--- config.mk ---
export PLATFORM = sky130hd
export DESIGN_NAME = hex_region_enumerator
export DESIGN_NICKNAME = d
export VERILOG_FILES = /design/src/design/hre_pkg.sv /design/src/design/hex_region_enumerator.sv /design/src/design/hre_ucode_rom.sv /design/src/design/hre_sequencer.sv /design/src/design/hre_datapath.sv
export SDC_FILE = /design/constraint.sdc
export NUM_CORES = 1
export LEC_CHECK = 0
export BUFFER_PORTS_ARGS = -buffer_cell sky130_fd_sc_hd__buf_2
export CORE_MARGIN = 2
export CORE_UTILIZATION = 61
export CTS_CLUSTER_SIZE = 20
export DETAILED_ROUTE_END_ITERATION = 10
export HOLD_SLACK_MARGIN = 0.1
export PLACE_DENSITY_LB_ADDON = 0.25
export SLEW_MARGIN = 10
export SYNTH_ARGS = -nofsm -noshare
export SYNTH_HDL_FRONTEND = slang
export SYNTH_SLANG_ARGS = --single-unit
export TNS_END_PERCENT = 20
--- constraint.sdc ---
create_clock -name clock -period 8.9 [get_ports clock]
set_clock_uncertainty 0.05 [all_clocks]
set_input_delay 0.89 -clock clock [delete_from_list [all_inputs] [get_ports clock]]
set_output_delay 0.89 -clock clock [all_outputs]
set_load 0.05 [all_outputs]
--- src/design/hre_pkg.sv ---
// Package for the hex region enumerator: control word and status types,
// microcode field codes, program addresses and the hex direction table.
// No dependencies.
package hre_pkg;

   localparam int MAX_RADIUS = 4;
   localparam int RAD_W      = 3;    // radius, ring index, step and direction counters
   localparam int OFS_W      = 5;    // signed offsets inside a range, -4 .. 4
   localparam int IN_W       = 15;   // center coordinate width
   localparam int CW         = 16;   // emitted coordinate width
   localparam int PC_W       = 4;    // microprogram address width

   // Region kinds on req_action.
   localparam logic [1:0] ACT_RING   = 2'd0;
   localparam logic [1:0] ACT_RANGE  = 2'd1;
   localparam logic [1:0] ACT_SPIRAL = 2'd2;
   localparam logic [1:0] ACT_UNUSED = 2'd3;   // taken and dropped, no cells

   // Coordinate datapath operations.
   localparam logic [2:0] QR_HOLD  = 3'd0;
   localparam logic [2:0] QR_RING  = 3'd1;  // q = cq - k, r = cr + k, clear walk counters
   localparam logic [2:0] QR_STEP  = 3'd2;  // one step along the current direction
   localparam logic [2:0] QR_ROW   = 3'd3;  // first cell of a range row
   localparam logic [2:0] QR_RNEXT = 3'd4;  // next cell of a range row

   // Ring index operations.
   localparam logic [1:0] K_HOLD = 2'd0;
   localparam logic [1:0] K_ONE  = 2'd1;
   localparam logic [1:0] K_INC  = 2'd2;

   // Range row offset operations.
   localparam logic [1:0] DQ_HOLD = 2'd0;
   localparam logic [1:0] DQ_INIT = 2'd1;
   localparam logic [1:0] DQ_INC  = 2'd2;

   // Selection of the last flag of an emitted cell.
   localparam logic [2:0] L_NONE   = 3'd0;
   localparam logic [2:0] L_ALWAYS = 3'd1;
   localparam logic [2:0] L_NZERO  = 3'd2;
   localparam logic [2:0] L_RING   = 3'd3;
   localparam logic [2:0] L_RANGE  = 3'd4;

   // Jump conditions; when false the program falls through to the next word.
   localparam logic [2:0] C_NONE         = 3'd0;
   localparam logic [2:0] C_ALWAYS       = 3'd1;
   localparam logic [2:0] C_KZERO        = 3'd2;
   localparam logic [2:0] C_NZERO        = 3'd3;
   localparam logic [2:0] C_NOT_RING_END = 3'd4;
   localparam logic [2:0] C_KLTN         = 3'd5;
   localparam logic [2:0] C_DRLTHI       = 3'd6;
   localparam logic [2:0] C_DQLTN        = 3'd7;

   // Microprogram addresses.
   localparam logic [PC_W-1:0] A_IDLE      = 4'd0;
   localparam logic [PC_W-1:0] A_RING_INIT = 4'd1;
   localparam logic [PC_W-1:0] A_RING_WALK = 4'd2;
   localparam logic [PC_W-1:0] A_RING_END  = 4'd3;
   localparam logic [PC_W-1:0] A_RING_ZERO = 4'd4;
   localparam logic [PC_W-1:0] A_SP_CENTER = 4'd5;
   localparam logic [PC_W-1:0] A_SP_INIT   = 4'd6;
   localparam logic [PC_W-1:0] A_SP_WALK   = 4'd7;
   localparam logic [PC_W-1:0] A_SP_NEXT   = 4'd8;
   localparam logic [PC_W-1:0] A_SP_END    = 4'd9;
   localparam logic [PC_W-1:0] A_RG_INIT   = 4'd10;
   localparam logic [PC_W-1:0] A_RG_ROW    = 4'd11;
   localparam logic [PC_W-1:0] A_RG_WALK   = 4'd12;
   localparam logic [PC_W-1:0] A_RG_NEXT   = 4'd13;
   localparam logic [PC_W-1:0] A_RG_END    = 4'd14;

   typedef struct packed {
      logic            emit;
      logic [2:0]      qr_op;
      logic [1:0]      k_op;
      logic [1:0]      dq_op;
      logic [2:0]      last_sel;
      logic [2:0]      cond;
      logic [PC_W-1:0] target;
   } ctrl_word_type;

   typedef struct packed {
      logic ring_end;
      logic k_zero;
      logic n_zero;
      logic k_lt_n;
      logic dr_lt_hi;
      logic dq_lt_n;
   } status_type;

   // Unit step in q for each of the six directions.
   function automatic logic signed [CW-1:0] dir_dq(input logic [RAD_W-1:0] dir);
      logic signed [CW-1:0] d;
      case (dir)
         3'd0, 3'd1: d = CW'(1);
         3'd3, 3'd4: d = -CW'(1);
         default:    d = '0;
      endcase
      return d;
   endfunction

   // Unit step in r for each of the six directions.
   function automatic logic signed [CW-1:0] dir_dr(input logic [RAD_W-1:0] dir);
      logic signed [CW-1:0] d;
      case (dir)
         3'd1, 3'd2: d = -CW'(1);
         3'd4, 3'd5: d = CW'(1);
         default:    d = '0;
      endcase
      return d;
   endfunction

endpackage

--- src/design/hex_region_enumerator.sv ---
// Top level of the hex region enumerator: microcode store, step counter and
// coordinate datapath. Depends on hre_pkg, hre_ucode_rom, hre_sequencer, hre_datapath.
//
//   channel    handshake          payload
//   request    start / busy       req_action, req_center_q, req_center_r, req_radius
//   response   rsp_valid strobe   rsp_cell_q, rsp_cell_r, rsp_cell_s, rsp_last
//
// A request is taken at a rising edge with start high and busy low. Cells come out
// one per cycle while a self-looping walk word runs, one such word per region kind;
// the radius is saturated at 4. Action 3 is taken and dropped.
// Reset is synchronous and clears the step counter and the response strobe; no
// stall exists on the response side, each cell is shown for exactly one cycle.
module hex_region_enumerator
   import hre_pkg::*;
(
   input  logic                   clock,
   input  logic                   reset,
   input  logic                   start,
   output logic                   busy,
   input  logic [1:0]             req_action,
   input  logic signed [IN_W-1:0] req_center_q,
   input  logic signed [IN_W-1:0] req_center_r,
   input  logic [RAD_W-1:0]       req_radius,
   output logic                   rsp_valid,
   output logic signed [CW-1:0]   rsp_cell_q,
   output logic signed [CW-1:0]   rsp_cell_r,
   output logic signed [CW-1:0]   rsp_cell_s,
   output logic                   rsp_last
);

   logic [PC_W-1:0] pc;
   ctrl_word_type   ctrl;
   status_type      status;
   logic            accept;

   // The request is taken only while the program sits at its idle word.
   assign accept = start && !busy;

   // The control word is read straight from the step counter; each word drives
   // the datapath and chooses the next step.
   hre_ucode_rom u_rom (
      .addr (pc),
      .word (ctrl)
   );

   hre_sequencer u_seq (
      .clock  (clock),
      .reset  (reset),
      .start  (start),
      .action (req_action),
      .ctrl   (ctrl),
      .status (status),
      .pc     (pc),
      .busy   (busy)
   );

   // The datapath loads the center on a taken request and otherwise follows the
   // control word; emitted cells are registered before they reach the ports.
   hre_datapath u_dp (
      .clock      (clock),
      .reset      (reset),
      .accept     (accept),
      .center_q   (req_center_q),
      .center_r   (req_center_r),
      .radius     (req_radius),
      .ctrl       (ctrl),
      .status     (status),
      .rsp_valid  (rsp_valid),
      .rsp_cell_q (rsp_cell_q),
      .rsp_cell_r (rsp_cell_r),
      .rsp_cell_s (rsp_cell_s),
      .rsp_last   (rsp_last)
   );

endmodule

--- src/design/hre_ucode_rom.sv ---
// Microprogram store of the hex region enumerator: one control word per address.
// Depends on hre_pkg.
module hre_ucode_rom
   import hre_pkg::*;
(
   input  logic [PC_W-1:0] addr,
   output ctrl_word_type   word
);

   always_comb begin
      word = '{emit: 1'b0, qr_op: QR_HOLD, k_op: K_HOLD, dq_op: DQ_HOLD,
               last_sel: L_NONE, cond: C_NONE, target: A_IDLE};
      case (addr)
         A_IDLE: begin
            word.cond = C_NONE;
         end
         // Ring: corner cell, then the six sides.
         A_RING_INIT: begin
            word.qr_op  = QR_RING;
            word.cond   = C_KZERO;
            word.target = A_RING_ZERO;
         end
         A_RING_WALK: begin
            word.emit     = 1'b1;
            word.qr_op    = QR_STEP;
            word.last_sel = L_RING;
            word.cond     = C_NOT_RING_END;
            word.target   = A_RING_WALK;
         end
         A_RING_END: begin
            word.cond   = C_ALWAYS;
            word.target = A_IDLE;
         end
         A_RING_ZERO: begin
            word.emit     = 1'b1;
            word.last_sel = L_ALWAYS;
            word.cond     = C_ALWAYS;
            word.target   = A_IDLE;
         end
         // Spiral: center, then rings one through the radius.
         A_SP_CENTER: begin
            word.emit     = 1'b1;
            word.k_op     = K_ONE;
            word.last_sel = L_NZERO;
            word.cond     = C_NZERO;
            word.target   = A_IDLE;
         end
         A_SP_INIT: begin
            word.qr_op = QR_RING;
         end
         A_SP_WALK: begin
            word.emit     = 1'b1;
            word.qr_op    = QR_STEP;
            word.last_sel = L_RING;
            word.cond     = C_NOT_RING_END;
            word.target   = A_SP_WALK;
         end
         A_SP_NEXT: begin
            word.k_op   = K_INC;
            word.cond   = C_KLTN;
            word.target = A_SP_INIT;
         end
         A_SP_END: begin
            word.cond   = C_ALWAYS;
            word.target = A_IDLE;
         end
         // Filled range: rows of constant q, each walked in r.
         A_RG_INIT: begin
            word.dq_op = DQ_INIT;
         end
         A_RG_ROW: begin
            word.qr_op = QR_ROW;
         end
         A_RG_WALK: begin
            word.emit     = 1'b1;
            word.qr_op    = QR_RNEXT;
            word.last_sel = L_RANGE;
            word.cond     = C_DRLTHI;
            word.target   = A_RG_WALK;
         end
         A_RG_NEXT: begin
            word.dq_op  = DQ_INC;
            word.cond   = C_DQLTN;
            word.target = A_RG_ROW;
         end
         A_RG_END: begin
            word.cond   = C_ALWAYS;
            word.target = A_IDLE;
         end
         default: begin
            word.cond   = C_ALWAYS;
            word.target = A_IDLE;
         end
      endcase
   end

endmodule

--- src/design/hre_sequencer.sv ---
// Step counter of the hex region enumerator: dispatch on a new request and
// conditional jumps taken from the control word. Depends on hre_pkg.
module hre_sequencer
   import hre_pkg::*;
(
   input  logic            clock,
   input  logic            reset,
   input  logic            start,
   input  logic [1:0]      action,
   input  ctrl_word_type   ctrl,
   input  status_type      status,
   output logic [PC_W-1:0] pc,
   output logic            busy
);

   logic [PC_W-1:0] pc_ff;
   logic [PC_W-1:0] pc_in;
   logic [PC_W-1:0] entry;
   logic            take;

   always_comb begin
      case (action)
         ACT_RING:   entry = A_RING_INIT;
         ACT_RANGE:  entry = A_RG_INIT;
         ACT_SPIRAL: entry = A_SP_CENTER;
         default:    entry = A_IDLE;
      endcase
   end

   always_comb begin
      case (ctrl.cond)
         C_NONE:         take = 1'b0;
         C_ALWAYS:       take = 1'b1;
         C_KZERO:        take = status.k_zero;
         C_NZERO:        take = status.n_zero;
         C_NOT_RING_END: take = !status.ring_end;
         C_KLTN:         take = status.k_lt_n;
         C_DRLTHI:       take = status.dr_lt_hi;
         C_DQLTN:        take = status.dq_lt_n;
         default:        take = 1'b0;
      endcase
   end

   always_comb begin
      if (pc_ff == A_IDLE) begin
         pc_in = start ? entry : A_IDLE;
      end else if (take) begin
         pc_in = ctrl.target;
      end else begin
         pc_in = pc_ff + PC_W'(1);
      end
   end

   always_ff @(posedge clock) begin
      if (reset) begin
         pc_ff <= A_IDLE;
      end else begin
         pc_ff <= pc_in;
      end
   end

   assign pc   = pc_ff;
   assign busy = (pc_ff != A_IDLE);

`ifndef ASSERT_OFF
   a_idle_holds: assert property (@(posedge clock) disable iff (reset)
      (pc_ff == A_IDLE && !start) |=> (pc_ff == A_IDLE))
      else $error("sequencer left idle without a request");
   a_request_starts: assert property (@(posedge clock) disable iff (reset)
      (pc_ff == A_IDLE && start && action != ACT_UNUSED) |=> busy)
      else $error("accepted request did not start the program");
`endif

endmodule

--- src/design/hre_datapath.sv ---
// Coordinate datapath of the hex region enumerator: center, current cell,
// ring and range counters, and the registered result port. Depends on hre_pkg.
module hre_datapath
   import hre_pkg::*;
(
   input  logic                   clock,
   input  logic                   reset,
   input  logic                   accept,
   input  logic signed [IN_W-1:0] center_q,
   input  logic signed [IN_W-1:0] center_r,
   input  logic [RAD_W-1:0]       radius,
   input  ctrl_word_type          ctrl,
   output status_type             status,
   output logic                   rsp_valid,
   output logic signed [CW-1:0]   rsp_cell_q,
   output logic signed [CW-1:0]   rsp_cell_r,
   output logic signed [CW-1:0]   rsp_cell_s,
   output logic                   rsp_last
);

   logic signed [CW-1:0]    cq_ff, cq_in, cr_ff, cr_in;
   logic signed [CW-1:0]    q_ff, q_in, r_ff, r_in;
   logic [RAD_W-1:0]        n_ff, n_in, k_ff, k_in;
   logic [RAD_W-1:0]        dir_ff, dir_in, j_ff, j_in;
   logic signed [OFS_W-1:0] dq_ff, dq_in, dr_ff, dr_in, hi_ff, hi_in;
   logic signed [OFS_W-1:0] nn, lo_val, hi_val;
   logic [RAD_W-1:0]        nsat, k_m1;
   logic                    side_end, last;
   logic                    rsp_valid_ff;
   logic signed [CW-1:0]    cell_q_ff, cell_r_ff, cell_s_ff;
   logic                    last_ff;

   assign nsat   = (radius > RAD_W'(MAX_RADIUS)) ? RAD_W'(MAX_RADIUS) : radius;
   assign nn     = OFS_W'(n_ff);
   assign k_m1   = k_ff - RAD_W'(1);
   // A row left of center is cut at the bottom, one right of center at the top.
   assign lo_val = (dq_ff < 0) ? (-dq_ff - nn) : -nn;
   assign hi_val = (dq_ff > 0) ? (-dq_ff + nn) : nn;
   assign side_end = (j_ff == k_m1);

   assign status.ring_end = side_end && (dir_ff == RAD_W'(5));
   assign status.k_zero   = (k_ff == '0);
   assign status.n_zero   = (n_ff == '0);
   assign status.k_lt_n   = (k_ff < n_ff);
   assign status.dr_lt_hi = (dr_ff < hi_ff);
   assign status.dq_lt_n  = (dq_ff < nn);

   always_comb begin
      case (ctrl.last_sel)
         L_NONE:   last = 1'b0;
         L_ALWAYS: last = 1'b1;
         L_NZERO:  last = status.n_zero;
         L_RING:   last = status.ring_end && (k_ff == n_ff);
         L_RANGE:  last = !status.dr_lt_hi && !status.dq_lt_n;
         default:  last = 1'b0;
      endcase
   end

   always_comb begin
      cq_in  = cq_ff;
      cr_in  = cr_ff;
      n_in   = n_ff;
      q_in   = q_ff;
      r_in   = r_ff;
      dir_in = dir_ff;
      j_in   = j_ff;
      dr_in  = dr_ff;
      hi_in  = hi_ff;
      if (accept) begin
         // A new request loads the center; the current cell starts there too.
         cq_in = {center_q[IN_W-1], center_q};
         cr_in = {center_r[IN_W-1], center_r};
         n_in  = nsat;
         q_in  = {center_q[IN_W-1], center_q};
         r_in  = {center_r[IN_W-1], center_r};
      end else begin
         case (ctrl.qr_op)
            QR_RING: begin
               q_in   = cq_ff - CW'(k_ff);
               r_in   = cr_ff + CW'(k_ff);
               dir_in = '0;
               j_in   = '0;
            end
            QR_STEP: begin
               q_in = q_ff + dir_dq(dir_ff);
               r_in = r_ff + dir_dr(dir_ff);
               if (side_end) begin
                  j_in   = '0;
                  dir_in = dir_ff + RAD_W'(1);
               end else begin
                  j_in = j_ff + RAD_W'(1);
               end
            end
            QR_ROW: begin
               q_in  = cq_ff + {{(CW-OFS_W){dq_ff[OFS_W-1]}}, dq_ff};
               r_in  = cr_ff + {{(CW-OFS_W){lo_val[OFS_W-1]}}, lo_val};
               dr_in = lo_val;
               hi_in = hi_val;
            end
            QR_RNEXT: begin
               r_in  = r_ff + CW'(1);
               dr_in = dr_ff + OFS_W'(1);
            end
            default: begin
               q_in = q_ff;
            end
         endcase
      end
   end

   always_comb begin
      if (accept) begin
         k_in = nsat;
      end else begin
         case (ctrl.k_op)
            K_ONE:   k_in = RAD_W'(1);
            K_INC:   k_in = k_ff + RAD_W'(1);
            default: k_in = k_ff;
         endcase
      end
   end

   always_comb begin
      case (ctrl.dq_op)
         DQ_INIT: dq_in = -nn;
         DQ_INC:  dq_in = dq_ff + OFS_W'(1);
         default: dq_in = dq_ff;
      endcase
   end

   always_ff @(posedge clock) begin
      if (reset) begin
         rsp_valid_ff <= 1'b0;
      end else begin
         rsp_valid_ff <= ctrl.emit;
      end
   end

   always_ff @(posedge clock) begin
      cq_ff  <= cq_in;
      cr_ff  <= cr_in;
      n_ff   <= n_in;
      k_ff   <= k_in;
      q_ff   <= q_in;
      r_ff   <= r_in;
      dir_ff <= dir_in;
      j_ff   <= j_in;
      dq_ff  <= dq_in;
      dr_ff  <= dr_in;
      hi_ff  <= hi_in;
      if (ctrl.emit) begin
         cell_q_ff <= q_ff;
         cell_r_ff <= r_ff;
         cell_s_ff <= -q_ff - r_ff;
         last_ff   <= last;
      end
   end

   assign rsp_valid  = rsp_valid_ff;
   assign rsp_cell_q = cell_q_ff;
   assign rsp_cell_r = cell_r_ff;
   assign rsp_cell_s = cell_s_ff;
   assign rsp_last   = last_ff;

`ifndef ASSERT_OFF
   a_cube_sum: assert property (@(posedge clock) disable iff (reset)
      rsp_valid_ff |-> ((cell_q_ff + cell_r_ff + cell_s_ff) == CW'(0)))
      else $error("emitted cell breaks q + r + s = 0");
   a_last_ends: assert property (@(posedge clock) disable iff (reset)
      (rsp_valid_ff && last_ff) |=> !rsp_valid_ff)
      else $error("cell emitted right after the last cell of a region");
`endif

endmodule

==> results.toml <==
[status]
run_status = "finished clean"

[finish]
num-fill-cells = 1293
drive_gt1_share_pct = 13.4
area_growth_pct = 11.2
layout.core_utilization_pct = 69.4
mostFrequentLayoutCell = "sky130_fd_sc_hd__edfxtp_1"
num_antenna_cells = 0
post-route-cell-area_um2 = 11500
fin_nets = 1280
layout.cells.most_common_list = "sky130_fd_sc_hd__edfxtp_1, sky130_fd_sc_hd__ha_1, sky130_fd_sc_hd__buf_2"

[grt]
busiest_layer = "met2"
grt_util_met2_pct = 43.2
grt_max_degree = 54
first_global_vias = 7585
grt_use_total_pct = 26.6
global_route_wire_length_before_repair_mm = 37.9
overflow = 0
initial_antenna_violation_count = 0
gr-usage-met1_pct = 36.7
use_met3_pct = 4.42

[floorplanning]
placement_rows = 47
core_area_um2 = 16600
start_util_pct = 62.4
floorplan.die_area_um2 = 18000
die_height_um = 134
die_width_um = 134
io_pins = 89

[clocking]
cts_max_path_buffers = 2
cts.reportedPaths.clkPinSlew_ps = 60
ctsResizeCount = 0
htree_levels = 4
cts_buffers = 17
cts_hold_buf = 0
cts_tree = "done"
root_buffer = "sky130_fd_sc_hd__clkbuf_16"
clkSinkCount = 143
clock_insertion_delay_worst_skew_ps = 430
post_cts.repair.setup_buffers = 0

[logic_synthesis]
synth-edff-count = 138
synth.top_cell.area_share_pct = 40.0
largest_cells_by_area_after_synthesis = "sky130_fd_sc_hd__edfxtp_1, sky130_fd_sc_hd__ha_1, sky130_fd_sc_hd__xnor2_1"
synth-seq-cells = 143
synth.avg_cell_area_um2 = 9.94
syn-instance-count = 1041
yosys_warnings = 0
synth_cell_types = 76
yosysTopAreaCell = "sky130_fd_sc_hd__edfxtp_1"
synth-seq-area-share_pct = 41.0
synth_ff_type = "sky130_fd_sc_hd__edfxtp_1"
synth_area_um2 = 10300
syn-num-nets = 1200
synthArstFlopShare_pct = 0

[placement]
dp_slack_ps = 3800
dpl_cell_area_um2 = 10900
port_buffers = 88
estimated_wirelength_of_the_detail_placed_design_mm = 17.0
gpl_congestion = 0.912

[timing]
finalCritPeriodShare_pct = 58.8
hold_violation_total_from_the_final_report = 0
timing.final.ws_setup_ps = 3670
max_freq_mhz = 191
rel_slew_slack_pct = 22.3
final_max_slew_viol_count = 0
worst-slew-pin-transition_ps = 1160
setup-violations-final = 0
fin_setup_tns_ps = 0
grt_setup_unrepaired = "no"
post-route-min-period_ps = 5230

[worst_setup_path]
crit_required_ps = 9020
worstPathArrival_ps = 5350
worstReg2RegStart = "u_seq.pc[3]$_SDFF_PP0_"
criticalPathCategory = "flop to flop"
setup.worst_path.start_class = "flop"
end_kind = "flop"
launch_point_of_the_critical_path = "u_seq.pc[3]$_SDFF_PP0_"
critPathMaxFanout = 27

[route]
drc = 0
via_to_cell_ratio = 5.95
drt-total-wl_mm = 23.2
drt-initial-drc-count = 650
routedWlPerCell_um = 17.1
detail-route-antenna-nets = 0
drtPass1Iterations = 7
routed-via-count = 8048

[run]
cap_viol_max_count = 0

[hold_path]
min_from = "u_dp.q_ff[14]$_DFFE_PP_"
holdCritPathClass = "flop to flop"
==> synthesized netlist by cell type (all sizes together), types with 7 or more instances <==
master	count
a21oi	83
edfxtp	138
mux2i	13
nand2b	16
nand4	8
and2	13
clkbuf	22
nand2	78
xnor2	52
o211ai	7
or2	9
o21ai	64
nor2	79
and3	13
nor3	26
a31oi	22
buf	10
inv	73
fa	7
xor2	25
nand3	24
or3	10
ha	114
nor2b	13
a211oi	8
a21o	23
o21bai	7
==> registers in the layout, summed over array words and instances (netlist names) <==
signal and cells:
u_dp.hi_ff 5, u_dp.dir_ff 3, u_dp.n_ff 3, u_dp.rsp_last 1, u_seq.pc 4, u_dp.rsp_cell_q 16, u_dp.rsp_cell_r 16, u_dp.q_ff 16
u_dp.cr_ff 15, u_dp.k_ff 3, u_dp.rsp_cell_s 16, u_dp.dq_ff 5, u_dp.rsp_valid 1, u_dp.r_ff 16, u_dp.j_ff 3, u_dp.cq_ff 15
u_dp.dr_ff 5
==> final cells by class <==
class	count	area [um^2]	area share, %
sequential	143	4240	36.9
multi-input combinational	793	5660	49.2
clock buffer	19	433	3.76
timing repair buffer	93	478	4.15
tap	220	275	2.39
clock inverter	12	144	1.25
inverter	73	274	2.38
==> layer usage <==
layer / share of wire, % / vias to the layer above / wire, um
met4: 1.8 / 0 / 427
met3: 6.6 / 32 / 1540
li1: - / 3979 / -
met2: 46 / 310 / 10700
met1: 45 / 3727 / 10500
met5: 0 / - / 0
==> final timing paths <==
check / endpoint / slack, ps / cells after the start
worst min register to register: u_dp.rsp_cell_q[14]$_DFFE_PP_ / 450 / 0
worst max-delay path: u_dp.q_ff[15]$_DFFE_PP_ / 3670 / 13
worst max register to register: u_dp.q_ff[15]$_DFFE_PP_ / 3670 / 13
worst min-delay path: u_dp.rsp_cell_q[14]$_DFFE_PP_ / 450 / 0
==> cells by family (layout without fill, tap and decap cells) <==
kind of cell | after synthesis | in the layout | synth area share, %
adders and majority gates | 121 | 121 | 15.1
buffers and inverters | 105 | 197 | 4.40
muxes | 17 | 17 | 1.81
and+or+nand+nor | 310 | 310 | 14.9
AOI/OAI and AO/OA | 268 | 268 | 16.2
DFF | 143 | 143 | 41.0
xor gates and xnor gates | 77 | 77 | 6.52
==> critical path, cell delays in order (launching register included) <==
cell	delay (ps)
sky130_fd_sc_hd__dfxtp_1	830
sky130_fd_sc_hd__nor2b_1	190
sky130_fd_sc_hd__and3_1	270
sky130_fd_sc_hd__nor2_1	730
sky130_fd_sc_hd__nor2_1	160
sky130_fd_sc_hd__a21oi_1	690
sky130_fd_sc_hd__ha_1	410
sky130_fd_sc_hd__o21a_1	160
sky130_fd_sc_hd__a2111oi_1	610
sky130_fd_sc_hd__o31ai_1	260
sky130_fd_sc_hd__a21o_1	220
sky130_fd_sc_hd__a21oi_1	170
sky130_fd_sc_hd__xnor2_1	130
sky130_fd_sc_hd__a211oi_1	80
==> stage by stage <==
stage	cells	hold WS [ps]
global route	1353	460
global placement	1322	432
CTS	1353	452
detailed placement	1322	437
floorplan	1041	407
finish	1353	452
Power is left out: the tool's default activity adds up to more than one toggle a clock period on the data nets, which glitch-free logic cannot reach.
